<file path="src/rtl/assert_macros.svh">
// ----------------------------------------------------------------------------
// assertion macros
// shared concurrent assertion forms for the rtl
// ----------------------------------------------------------------------------
`ifndef ASSERT_MACROS_SVH
`define ASSERT_MACROS_SVH

// checked on every rising edge, switched off while reset is high
`define ASSERT_RST(lbl, clk, rst, prop, msg) \
   lbl: assert property (@(posedge clk) disable iff (rst) prop) else $error(msg);

// checked on every rising edge, reset included
`define ASSERT_ALWAYS(lbl, clk, prop, msg) \
   lbl: assert property (@(posedge clk) prop) else $error(msg);

`endif

</file>
<file path="src/rtl/dsse_pkg.sv">
// ----------------------------------------------------------------------------
// dsse_pkg
// types, constants and the month table of the date to epoch seconds converter
// ----------------------------------------------------------------------------
`default_nettype none

package dsse_pkg;

   localparam int YEAR_W   = 12;
   localparam int MONTH_W  = 4;
   localparam int DAY_W    = 5;
   localparam int HOUR_W   = 5;
   localparam int MINUTE_W = 6;
   localparam int SEC_W    = 6;

   localparam int SECS_W  = 32;
   localparam int DOY_W   = 9;
   localparam int DAYS_W  = 16;
   localparam int TOD_W   = 17;
   localparam int CENT_W  = 6;
   localparam int BASE_W  = 10;

   localparam int REQ_FIELDS_W = YEAR_W + MONTH_W + DAY_W + HOUR_W + MINUTE_W + SEC_W;
   localparam int REQ_DATA_W   = 40;
   localparam int RSP_FIELDS_W = SECS_W + DOY_W + DAYS_W;
   localparam int RSP_DATA_W   = 64;

   localparam logic [YEAR_W-1:0]  EPOCH_YEAR         = 12'd2000;
   localparam logic [DAYS_W-1:0]  LEAPS_BEFORE_EPOCH = 16'd484;
   localparam logic [DAYS_W-1:0]  COMMON_YEAR_LEN    = 16'd365;
   localparam logic [DAYS_W-1:0]  DOY_BIAS           = 16'd91;
   localparam logic [DAYS_W-1:0]  MARCH_ADJUST       = 16'd2;
   localparam logic [MONTH_W-1:0] MARCH              = 4'd3;

   // floor(n / 100) = (n * RECIP_100) >> RECIP_SHIFT, exact for 12-bit n
   localparam logic [12:0] RECIP_100   = 13'd5243;
   localparam int          RECIP_SHIFT = 19;
   localparam int          RECIP_PROD_W = YEAR_W + 13;

   localparam logic [TOD_W-1:0]    SECS_PER_HOUR   = 17'd3600;
   localparam logic [TOD_W-1:0]    SECS_PER_MINUTE = 17'd60;
   localparam logic [SECS_W:0]     SECS_PER_DAY    = 33'd86400;

   // first field in the highest bits, year in the lowest bits
   typedef struct packed {
      logic [SEC_W-1:0]    sec;
      logic [MINUTE_W-1:0] minute;
      logic [HOUR_W-1:0]   hour;
      logic [DAY_W-1:0]    day;
      logic [MONTH_W-1:0]  month;
      logic [YEAR_W-1:0]   year;
   } req_fields_type;

   typedef struct packed {
      logic [DAYS_W-1:0] ydn;
      logic [DAYS_W-1:0] cdn;
   } days_type;

   // (month + 2) * 611 / 20
   function automatic logic [BASE_W-1:0] month_base(input logic [MONTH_W-1:0] month);
      logic [BASE_W-1:0] base;
      case (month)
         4'd0:    base = 10'd61;
         4'd1:    base = 10'd91;
         4'd2:    base = 10'd122;
         4'd3:    base = 10'd152;
         4'd4:    base = 10'd183;
         4'd5:    base = 10'd213;
         4'd6:    base = 10'd244;
         4'd7:    base = 10'd274;
         4'd8:    base = 10'd305;
         4'd9:    base = 10'd336;
         4'd10:   base = 10'd366;
         4'd11:   base = 10'd397;
         4'd12:   base = 10'd427;
         4'd13:   base = 10'd458;
         4'd14:   base = 10'd488;
         default: base = 10'd519;
      endcase
      return base;
   endfunction

endpackage

`default_nettype wire

</file>
<file path="src/rtl/date_to_seconds_since_epoch_top.sv">
// ----------------------------------------------------------------------------
// date_to_seconds_since_epoch_top: calendar date and time to epoch seconds
// one transfer per cycle while rsp_tready does not stall the output
// stages: input register, day count register after the century multiply,
// result register after the days by 86400 multiply; each stalls only when full
// reset clears the stage valid flags, payload registers are not reset
// ----------------------------------------------------------------------------
`default_nettype none
`include "assert_macros.svh"

module date_to_seconds_since_epoch_top (
   input  logic                            clock,
   input  logic                            reset,
   input  logic                            req_tvalid,
   output logic                            req_tready,
   // year[11:0], month[15:12], day[20:16], hour[25:21], minute[31:26], sec[37:32]
   input  logic [dsse_pkg::REQ_DATA_W-1:0] req_tdata,
   output logic                            rsp_tvalid,
   input  logic                            rsp_tready,
   // epoch_seconds[31:0], day_of_year[40:32], epoch_days[56:41]
   output logic [dsse_pkg::RSP_DATA_W-1:0] rsp_tdata
);

   logic out_ready;
   logic r1_ready;
   logic r0_ready;

   logic                     r0_valid_ff;
   logic                     r0_valid_in;
   dsse_pkg::req_fields_type fields_ff;
   dsse_pkg::req_fields_type fields_in;

   logic                       r1_valid_ff;
   logic                       r1_valid_in;
   dsse_pkg::days_type         days_a;
   dsse_pkg::days_type         days_ff;
   dsse_pkg::days_type         days_in;
   logic [dsse_pkg::TOD_W-1:0] tod_a;
   logic [dsse_pkg::TOD_W-1:0] tod_ff;
   logic [dsse_pkg::TOD_W-1:0] tod_in;

   logic                        out_valid_ff;
   logic                        out_valid_in;
   logic [dsse_pkg::SECS_W:0]   day_secs;
   logic [dsse_pkg::SECS_W-1:0] secs_b;
   logic [dsse_pkg::SECS_W-1:0] secs_ff;
   logic [dsse_pkg::SECS_W-1:0] secs_in;
   logic [dsse_pkg::DOY_W-1:0]  doy_ff;
   logic [dsse_pkg::DOY_W-1:0]  doy_in;
   logic [dsse_pkg::DAYS_W-1:0] cdn_ff;
   logic [dsse_pkg::DAYS_W-1:0] cdn_in;

   // a stage takes new data when it is empty or its content moves on
   assign out_ready  = !out_valid_ff || rsp_tready;
   assign r1_ready   = !r1_valid_ff || out_ready;
   assign r0_ready   = !r0_valid_ff || r1_ready;
   assign req_tready = r0_ready;

   // input register
   assign r0_valid_in = r0_ready ? req_tvalid : r0_valid_ff;
   assign fields_in   = (r0_ready && req_tvalid) ?
                        dsse_pkg::req_fields_type'(req_tdata[dsse_pkg::REQ_FIELDS_W-1:0]) :
                        fields_ff;

   // day numbers and time of day
   dsse_days u_days (
      .year  (fields_ff.year),
      .month (fields_ff.month),
      .day   (fields_ff.day),
      .days  (days_a)
   );

   assign tod_a = dsse_pkg::TOD_W'(fields_ff.hour) * dsse_pkg::SECS_PER_HOUR +
                  dsse_pkg::TOD_W'(fields_ff.minute) * dsse_pkg::SECS_PER_MINUTE +
                  dsse_pkg::TOD_W'(fields_ff.sec);

   assign r1_valid_in = r1_ready ? r0_valid_ff : r1_valid_ff;
   assign days_in     = (r1_ready && r0_valid_ff) ? days_a : days_ff;
   assign tod_in      = (r1_ready && r0_valid_ff) ? tod_a : tod_ff;

   // seconds
   assign day_secs = (dsse_pkg::SECS_W+1)'(days_ff.cdn) * dsse_pkg::SECS_PER_DAY;
   assign secs_b   = day_secs[dsse_pkg::SECS_W-1:0] + dsse_pkg::SECS_W'(tod_ff);

   assign out_valid_in = out_ready ? r1_valid_ff : out_valid_ff;
   assign secs_in      = (out_ready && r1_valid_ff) ? secs_b : secs_ff;
   assign doy_in       = (out_ready && r1_valid_ff) ? days_ff.ydn[dsse_pkg::DOY_W-1:0] : doy_ff;
   assign cdn_in       = (out_ready && r1_valid_ff) ? days_ff.cdn : cdn_ff;

   always_ff @(posedge clock) begin
      if (reset) begin
         r0_valid_ff  <= 1'b0;
         r1_valid_ff  <= 1'b0;
         out_valid_ff <= 1'b0;
      end else begin
         r0_valid_ff  <= r0_valid_in;
         r1_valid_ff  <= r1_valid_in;
         out_valid_ff <= out_valid_in;
      end
   end

   always_ff @(posedge clock) begin
      fields_ff <= fields_in;
      days_ff   <= days_in;
      tod_ff    <= tod_in;
      secs_ff   <= secs_in;
      doy_ff    <= doy_in;
      cdn_ff    <= cdn_in;
   end

   assign rsp_tvalid = out_valid_ff;
   assign rsp_tdata  = {(dsse_pkg::RSP_DATA_W - dsse_pkg::RSP_FIELDS_W)'(0),
                        cdn_ff, doy_ff, secs_ff};

   `ASSERT_ALWAYS(a_reset_clears, clock,
      reset |=> !r0_valid_ff && !r1_valid_ff && !rsp_tvalid, "pipeline not empty after reset")
   `ASSERT_RST(a_stall_only_full, clock, reset,
      !req_tready |-> r0_valid_ff && r1_valid_ff && rsp_tvalid && !rsp_tready,
      "input stalled with room in the pipeline")
   `ASSERT_RST(a_accept_fills, clock, reset,
      req_tvalid && req_tready |=> r0_valid_ff, "input transfer lost")
   `ASSERT_RST(a_mid_holds, clock, reset,
      r1_valid_ff && !out_ready |=> r1_valid_ff && $stable(days_ff) && $stable(tod_ff),
      "middle stage changed while blocked")

endmodule

`default_nettype wire

</file>
<file path="src/rtl/dsse_days.sv">
// ----------------------------------------------------------------------------
// dsse_days
// day of year and day count since 2000-01-01 from year, month and day
// ----------------------------------------------------------------------------
`default_nettype none

module dsse_days (
   input  logic [dsse_pkg::YEAR_W-1:0]  year,
   input  logic [dsse_pkg::MONTH_W-1:0] month,
   input  logic [dsse_pkg::DAY_W-1:0]   day,
   output dsse_pkg::days_type           days
);

   logic [dsse_pkg::YEAR_W-1:0]       prev_year;
   logic [dsse_pkg::RECIP_PROD_W-1:0] prod_year;
   logic [dsse_pkg::RECIP_PROD_W-1:0] prod_prev;
   logic [dsse_pkg::CENT_W-1:0]       cent_year;
   logic [dsse_pkg::CENT_W-1:0]       cent_prev;
   logic                              leap;
   logic [dsse_pkg::DAYS_W-1:0]       ydn_raw;
   logic [dsse_pkg::DAYS_W-1:0]       ydn;
   logic [dsse_pkg::YEAR_W-1:0]       span;
   logic [dsse_pkg::DAYS_W-1:0]       span_days;
   logic [dsse_pkg::DAYS_W-1:0]       leap_days;
   logic [dsse_pkg::DAYS_W-1:0]       year_days;

   assign prev_year = year - 12'd1;

   // two parallel reciprocal multiplies give the century of this and the previous year
   assign prod_year = dsse_pkg::RECIP_PROD_W'(year) *
                      dsse_pkg::RECIP_PROD_W'(dsse_pkg::RECIP_100);
   assign prod_prev = dsse_pkg::RECIP_PROD_W'(prev_year) *
                      dsse_pkg::RECIP_PROD_W'(dsse_pkg::RECIP_100);
   assign cent_year = prod_year[dsse_pkg::RECIP_SHIFT +: dsse_pkg::CENT_W];
   assign cent_prev = prod_prev[dsse_pkg::RECIP_SHIFT +: dsse_pkg::CENT_W];

   // a century boundary lies at year exactly when the two centuries differ
   assign leap = (year == '0) ||
                 ((year[1:0] == 2'b00) && (cent_year == cent_prev)) ||
                 (cent_year[dsse_pkg::CENT_W-1:2] != cent_prev[dsse_pkg::CENT_W-1:2]);

   assign ydn_raw = dsse_pkg::DAYS_W'(dsse_pkg::month_base(month)) +
                    dsse_pkg::DAYS_W'(day) - dsse_pkg::DOY_BIAS;

   always_comb begin
      if (month >= dsse_pkg::MARCH) begin
         ydn = ydn_raw - dsse_pkg::MARCH_ADJUST + dsse_pkg::DAYS_W'(leap);
      end else begin
         ydn = ydn_raw;
      end
   end

   assign span      = year - dsse_pkg::EPOCH_YEAR;
   assign span_days = dsse_pkg::DAYS_W'(span) * dsse_pkg::COMMON_YEAR_LEN;
   assign leap_days = dsse_pkg::DAYS_W'(prev_year[dsse_pkg::YEAR_W-1:2]) -
                      dsse_pkg::DAYS_W'(cent_prev) +
                      dsse_pkg::DAYS_W'(cent_prev[dsse_pkg::CENT_W-1:2]) -
                      dsse_pkg::LEAPS_BEFORE_EPOCH;

   always_comb begin
      if (year > dsse_pkg::EPOCH_YEAR) begin
         year_days = span_days + leap_days;
      end else begin
         year_days = '0;
      end
   end

   assign days.ydn = ydn;
   assign days.cdn = ydn - 16'd1 + year_days;

endmodule

`default_nettype wire
</file>
<file path="config.mk">
export PLATFORM = sky130hd
export DESIGN_NAME = date_to_seconds_since_epoch_top
export DESIGN_NICKNAME = d
export VERILOG_FILES = /design/src/rtl/dsse_pkg.sv /design/src/rtl/date_to_seconds_since_epoch_top.sv /design/src/rtl/dsse_days.sv
export VERILOG_INCLUDE_DIRS = /design/src /design/src/rtl
export SDC_FILE = /design/constraint.sdc
export NUM_CORES = 1
export LEC_CHECK = 0
export ABC_AREA = 1
export CORE_MARGIN = 2
export CORE_UTILIZATION = 50
export DETAILED_ROUTE_END_ITERATION = 10
export DONT_BUFFER_PORTS = 1
export GPL_TIMING_DRIVEN = 1
export PLACE_DENSITY = 0.75
export SLEW_MARGIN = 40
export SYNTH_ARGS = -nofsm -noshare
export SYNTH_HDL_FRONTEND = slang
export SYNTH_SLANG_ARGS = --single-unit
</file>
<file path="constraint.sdc">
create_clock -name clock -period 22.2 [get_ports clock]
set_input_delay 2.22 -clock clock [delete_from_list [all_inputs] [get_ports clock]]
set_output_delay 2.22 -clock clock [all_outputs]
set_load 0.05 [all_outputs]
</file>
# == Word level (Yosys, flattened, before mapping) ==
# Memories as Yosys holds them, arrays and structs flattened. A register that Yosys moved wholly into a read port is not among the register bits.
# Index checks and enable logic that the tools add are counted.
# totals
inputBits,44
mem_count,1
regBits,140
output_inout_bits,66
romBits,160
# mem_list
name,words,width,read_ports,rd_ports_with_merged_regs,wr,line,source
(no name shown),16,10,1,1,0,dsse_pkg.sv:62,case (month)
# op_classes
mul,6
n_addsub,15
muxes,3
n_eq_ne,2
reduce_logical,14
magnitude_cmp,2
# op_table
cell,count
"multiplier 12 x 13 -> 25 bit, second input constant",2
adder 16 bit,2
adder 32 x 17 -> 32 bit,1
2-to-1 mux 16 bit,2
"multiplier 16 x 10 -> 25 bit, second input constant",1
adder 17 x 12 -> 17 bit,1
adder 17 x 6 -> 17 bit,1
adder 16 x 1 -> 16 bit,1
adder 16 x 4 -> 16 bit,1
"multiplier 12 x 9 -> 16 bit, second input constant",1
"subtractor 16 x 1 -> 16 bit, second input constant",1
"subtractor 16 x 2 -> 16 bit, second input constant",1
"subtractor 16 x 7 -> 16 bit, second input constant",1
"subtractor 16 x 9 -> 16 bit, second input constant",1
"multiplier 5 x 8 -> 13 bit, second input constant",1
"greater-than comparator 12 x 11 -> 1 bit, second input constant",1
logical NOT 12 bit,1
"subtractor 12 x 1 -> 12 bit, second input constant",1
"subtractor 12 x 11 -> 12 bit, second input constant",1
adder 10 x 5 -> 11 bit,1
subtractor 10 x 6 -> 11 bit,1
"multiplier 6 x 4 -> 10 bit, second input constant",1
equality test 6 bit,1
logical OR 1 bit,5
6 further kinds,11

# == Depth between registers and ports, before layout ==
# depth
depth_word,10
ltp_mapped,75

# == Modules after synthesis ==
# Synthesis repeated with hierarchy kept, for this count alone.
# unflattened
cells_unflattened,2408
hier_area_um2,20950.1
# modules_own_cells
mod,cells_each,seq_area_each_um2,instances,area_per_inst_um2
dsse_days,1435,0.0,1,11019.3
date_to_seconds_since_epoch_top,973,4174.0,1,9930.8

# == Worst setup path after synthesis ==
# Ideal clock, no wire load.
# synth_timing
path_kind,flip-flop to flip-flop
startpoint,register fields_ff[1] (netlist bit)
endpoint,"register days_ff[15] (netlist bit), data pin"
stages_incl_launch_ff,72
arrival_ns,11.879
path_slack_ns,10.069
t_required_ns,21.948
setup_time_ns,0.252
path_cell_list,edfxtp_1 -> inv_1 -> ha_1 -> nand2_1 -> nand2_1 -> nand2_1 -> nand4_1 -> nand2_1 -> nand2_1 -> nor2_1 -> xor2_1 -> nand2_1 -> nand2_1 -> inv_1 -> ha_1 -> xor2_1 -> ha_1 -> inv_1 -> (+36 left out) -> or2_2 -> nand3_1 -> ha_1 -> inv_1 -> ha_1 -> nand2_1 -> o21ai_0 -> a21boi_0 -> o21ai_0 -> a21oi_1 -> nor2_1 -> nor2_1 -> inv_1 -> nand2_1 -> nand2_1 -> inv_1 -> nand3_1 -> nand2_1
# synth_rtl
item,line,source
start: declaration,date_to_seconds_since_epoch_top.sv:30,dsse_pkg::req_fields_type fields_ff;
start signal: assignment,date_to_seconds_since_epoch_top.sv:103,fields_ff <= fields_in;
end signal: assignment,date_to_seconds_since_epoch_top.sv:104,days_ff <= days_in;
end: declaration,date_to_seconds_since_epoch_top.sv:36,dsse_pkg::days_type days_ff;

==> PnR_summary.wiki <==
{| class="wikitable"
! Metric !! Value
|-
| Result of the run || completed
|-
| Final Cycle Share || 64.55%
|-
| Initial antenna violation count || 0
|-
| Highest clock frequency the design can meet || 69.78 MHz
|-
| Clock root cell || clkbuf_16
|-
| Distinct cell type count after synthesis || 59
|-
| Min Clock Period, post-route || 14.33 ns
|-
| Count of flip-flops with a built-in enable after synthesis || 137
|-
| Final Hold Violating Endpoints || 0
|-
| Number of buffers inserted by post-CTS setup repair || 0
|-
| Antenna diode count || 0
|-
| Headroom to the max-slew limit || 45.25%
|-
| Congestion Overflow GR || 0
|-
| Total global-route track usage || 20.50%
|-
| Effective utilization at floorplan || 50.31%
|-
| Critical-path top delay cell || edfxtp_1
|-
| Htree depth || 4
|-
| Largest stage delay on the critical path || 0.89 ns
|-
| Number of port buffers || 0
|-
| Buffer depth of the longest clock path || 2
|-
| Source of the worst hold timing path || days_ff[18]
|-
| Number of filler cells placed in the layout || 3690
|-
| Final number of max-transition violations || 0
|-
| Fraction of registers with async set or reset after synthesis || 0%
|-
| Worst Path Max Fanout || 14
|-
| Wire length per cell after detailed routing || 14.95 um
|-
| Post-Syn Instances || 2341
|-
| Category of the worst setup path capture point || flip-flop
|-
| RSZ-0062 raised after global routing || false
|-
| Horizontal die dimension || 208.8 um
|-
| Skew final || 0.01350 ns
|-
| Growth of design area from synthesis to finish || 5.814%
|-
| Number of maximum-capacitance violations || 0
|-
| Worst Setup Start Kind || flip-flop
|-
| HPWL after detailed placement || 37520 um
|-
| Die Area || 43580 um^2
|-
| IO Pins || 110
|-
| CTS hold repair buffers || 0
|-
| Most frequently used flop master after synthesis || edfxtp_1
|-
| Global-route wire length before repair || 71920 um
|-
| DRT Wirelength || 43560 um
|-
| Total Neg Setup Slack || 0 ns
|-
| Number of clock buffers inserted by TritonCTS || 17
|-
| Fraction of final layout cells sized beyond drive strength 1 || 4.295%
|-
| Critical path type || flip-flop to flip-flop
|-
| Synthesis Warnings || 0
|-
| Worst Slack Setup Final || 7.870 ns
|-
| Count of state elements after synthesis || 150
|-
| CTS tree || done
|-
| Mean instance size in the synthesized netlist || 8.954 um^2
|-
| Post-synth design cell area || 20960 um^2
|-
| Most frequent cell on the critical path || inv_1
|-
| Count of standard-cell rows || 75
|-
| Via count of the first global-routing pass || 15280
|-
| Clock-pin transition on the worst setup and hold timing paths || 0.07 ns
|-
| Sequential share of the synthesized area || 20.87%
|-
| Pin count of the biggest net entering global routing || 58
|-
| Required time worst endpoint || 22.38 ns
|-
| Number of nets still failing antenna checks after routing || 0
|-
| Slew @ Worst Pin || 0.8213 ns
|-
| Worst R2R Start || fields_ff[1]
|-
| Detail-routed via count per cell || 5.121
|-
| Setup violation total in the final timing report || 0
|-
| Worst-skew pair later-pin latency || 0.45 ns
|-
| Post-cts gate resize count || 0
|-
| Clock Sinks || 150
|-
| Routed via count || 14920
|-
| Number of nets in the final layout || 3007
|-
| Die boundary height || 208.8 um
|-
| Violation count after the first detailed-route iteration || 677
|-
| Core Footprint || 41670 um^2
|-
| Weighted congestion at the end of routability-driven global placement || 0.8834
|-
| Remaining routing DRC violations || 0
|-
| Arrival time at the worst endpoint || 14.51 ns
|-
| Critical Path Source || fields_ff[1]
|-
| Worst-case setup slack after placement || 8.101 ns
|-
| DRT Pass-1 Iters || 5
|-
| Worst min path class || flip-flop to flip-flop
|}
-- per-stage QoR --
stage / hold WS (ns) / utilization (%) / area (um^2) / cells
3_3_place_gp: 0.4029 / 51.96 / 21650 / 2882
3_5_place_dp: 0.4070 / 51.96 / 21650 / 2882
5_1_grt: 0.4312 / 53.23 / 22180 / 2914
2_1_floorplan: 0.4003 / - / 20980 / 2347
6_report: 0.4225 / 53.23 / 22180 / 2914
4_1_cts: 0.4214 / 53.23 / 22180 / 2914
-- registers in the layout (all words and copies together), names as in the netlist, 9 cells and up, named ones only --
name       cells
doy_ff         9
tod_ff        17
secs_ff       32
days_ff       25
fields_ff     38
cdn_ff        16
-- routing by layer --
layer / part of all wire (%) / vias to the layer above / routed length, um / global-route usage [%]
met4: 3.0 / 0 / 1293 / 6.946
met3: 3.6 / 87 / 1580 / 2.570
met1: 44 / 7098 / 19190 / 25.73
li1: - / 7431 / - / -
met2: 49 / 308 / 21500 / 36.49
met5: 0 / - / 0 / 0
-- path summary, 6_finish.rpt --
kind	to	slack, ns	depth (start not counted)
worst min register to register	doy_ff[2]	0.42	0
worst max-delay path	days_ff[15]	7.87	70
worst min-delay path	doy_ff[2]	0.42	0
worst max register to register	days_ff[15]	7.87	70
-- worst max-delay path: cells and delay by family (launching register included) --
kind            cells  cell delay (ns)
fa+ha+maj          14             5.64
flops               1             0.89
compound gates     12             2.72
buf+inv            16             1.28
simple gates       25             2.47
xor+xnor            3             1.04
-- cell usage after synthesis, drive strengths merged, types with 9 or more instances --
cell type | instances | area share (%)
edfxtp | 137 | 20
nor3 | 11 | 0.29
dfxtp | 13 | 1.2
o21bai | 9 | 0.32
inv | 641 | 11
ha | 412 | 25
a21o | 11 | 0.39
xnor2 | 45 | 2.0
nor2 | 92 | 1.8
xor2 | 90 | 4.0
nand4 | 28 | 0.93
nand3 | 73 | 1.9
o21ai | 62 | 1.6
fa | 189 | 18
or2 | 19 | 0.57
a21oi | 109 | 2.8
nand2 | 333 | 6.1
-- cell usage in the layout (no fill, tap or decap), types with 4 or more instances in the layout --
cell / instances
clkinv_1: 4
a21oi_1: 103
nand3b_1: 8
dfxtp_1: 13
fa_1: 189
xor2_1: 84
a31oi_1: 7
xnor2_1: 43
o21a_1: 5
conb_1: 7
inv_1: 629
nor2_1: 85
nand3_1: 69
o21ai_2: 5
xor2_2: 6
o21bai_1: 9
a21boi_0: 6
nand2_1: 324
a21o_1: 11
nor4_1: 4
ha_1: 412
o21ai_1: 8
nand4_1: 25
clkbuf_16: 17
o21ai_0: 49
clkinvlp_4: 5
buf_4: 5
inv_2: 11
nor3_1: 10
or2_1: 7
nor2_2: 4
nand2_2: 8
o211ai_1: 4
or2_2: 11
edfxtp_1: 137
-- area by class of cell --
cell class,instances,area (um^2),area share (%)
timing repair buffer,5,37.54,0.1692
tap,539,674.4,3.041
clock buffer,18,429.2,1.935
clock inverter,14,103.9,0.4682
multi-input combinational,1547,14150,63.82
inverter,641,2406,10.85
sequential,150,4374,19.72
-- cells by family (layout without fill, tap and decap cells) --
family	after synthesis	in the layout	share of synthesized area, %
AOI/OAI and AO/OA	231	231	6.530
and+or+nand+nor	572	572	12.14
other	1	7	0.01789
buffers and inverters	650	678	11.77
DFF	150	150	20.87
xor gates and xnor gates	136	136	6.035
adders and majority gates	601	601	42.64
Power is not shown: default switching activity piles up to over one toggle a cycle in this logic, so the estimate is an artifact.
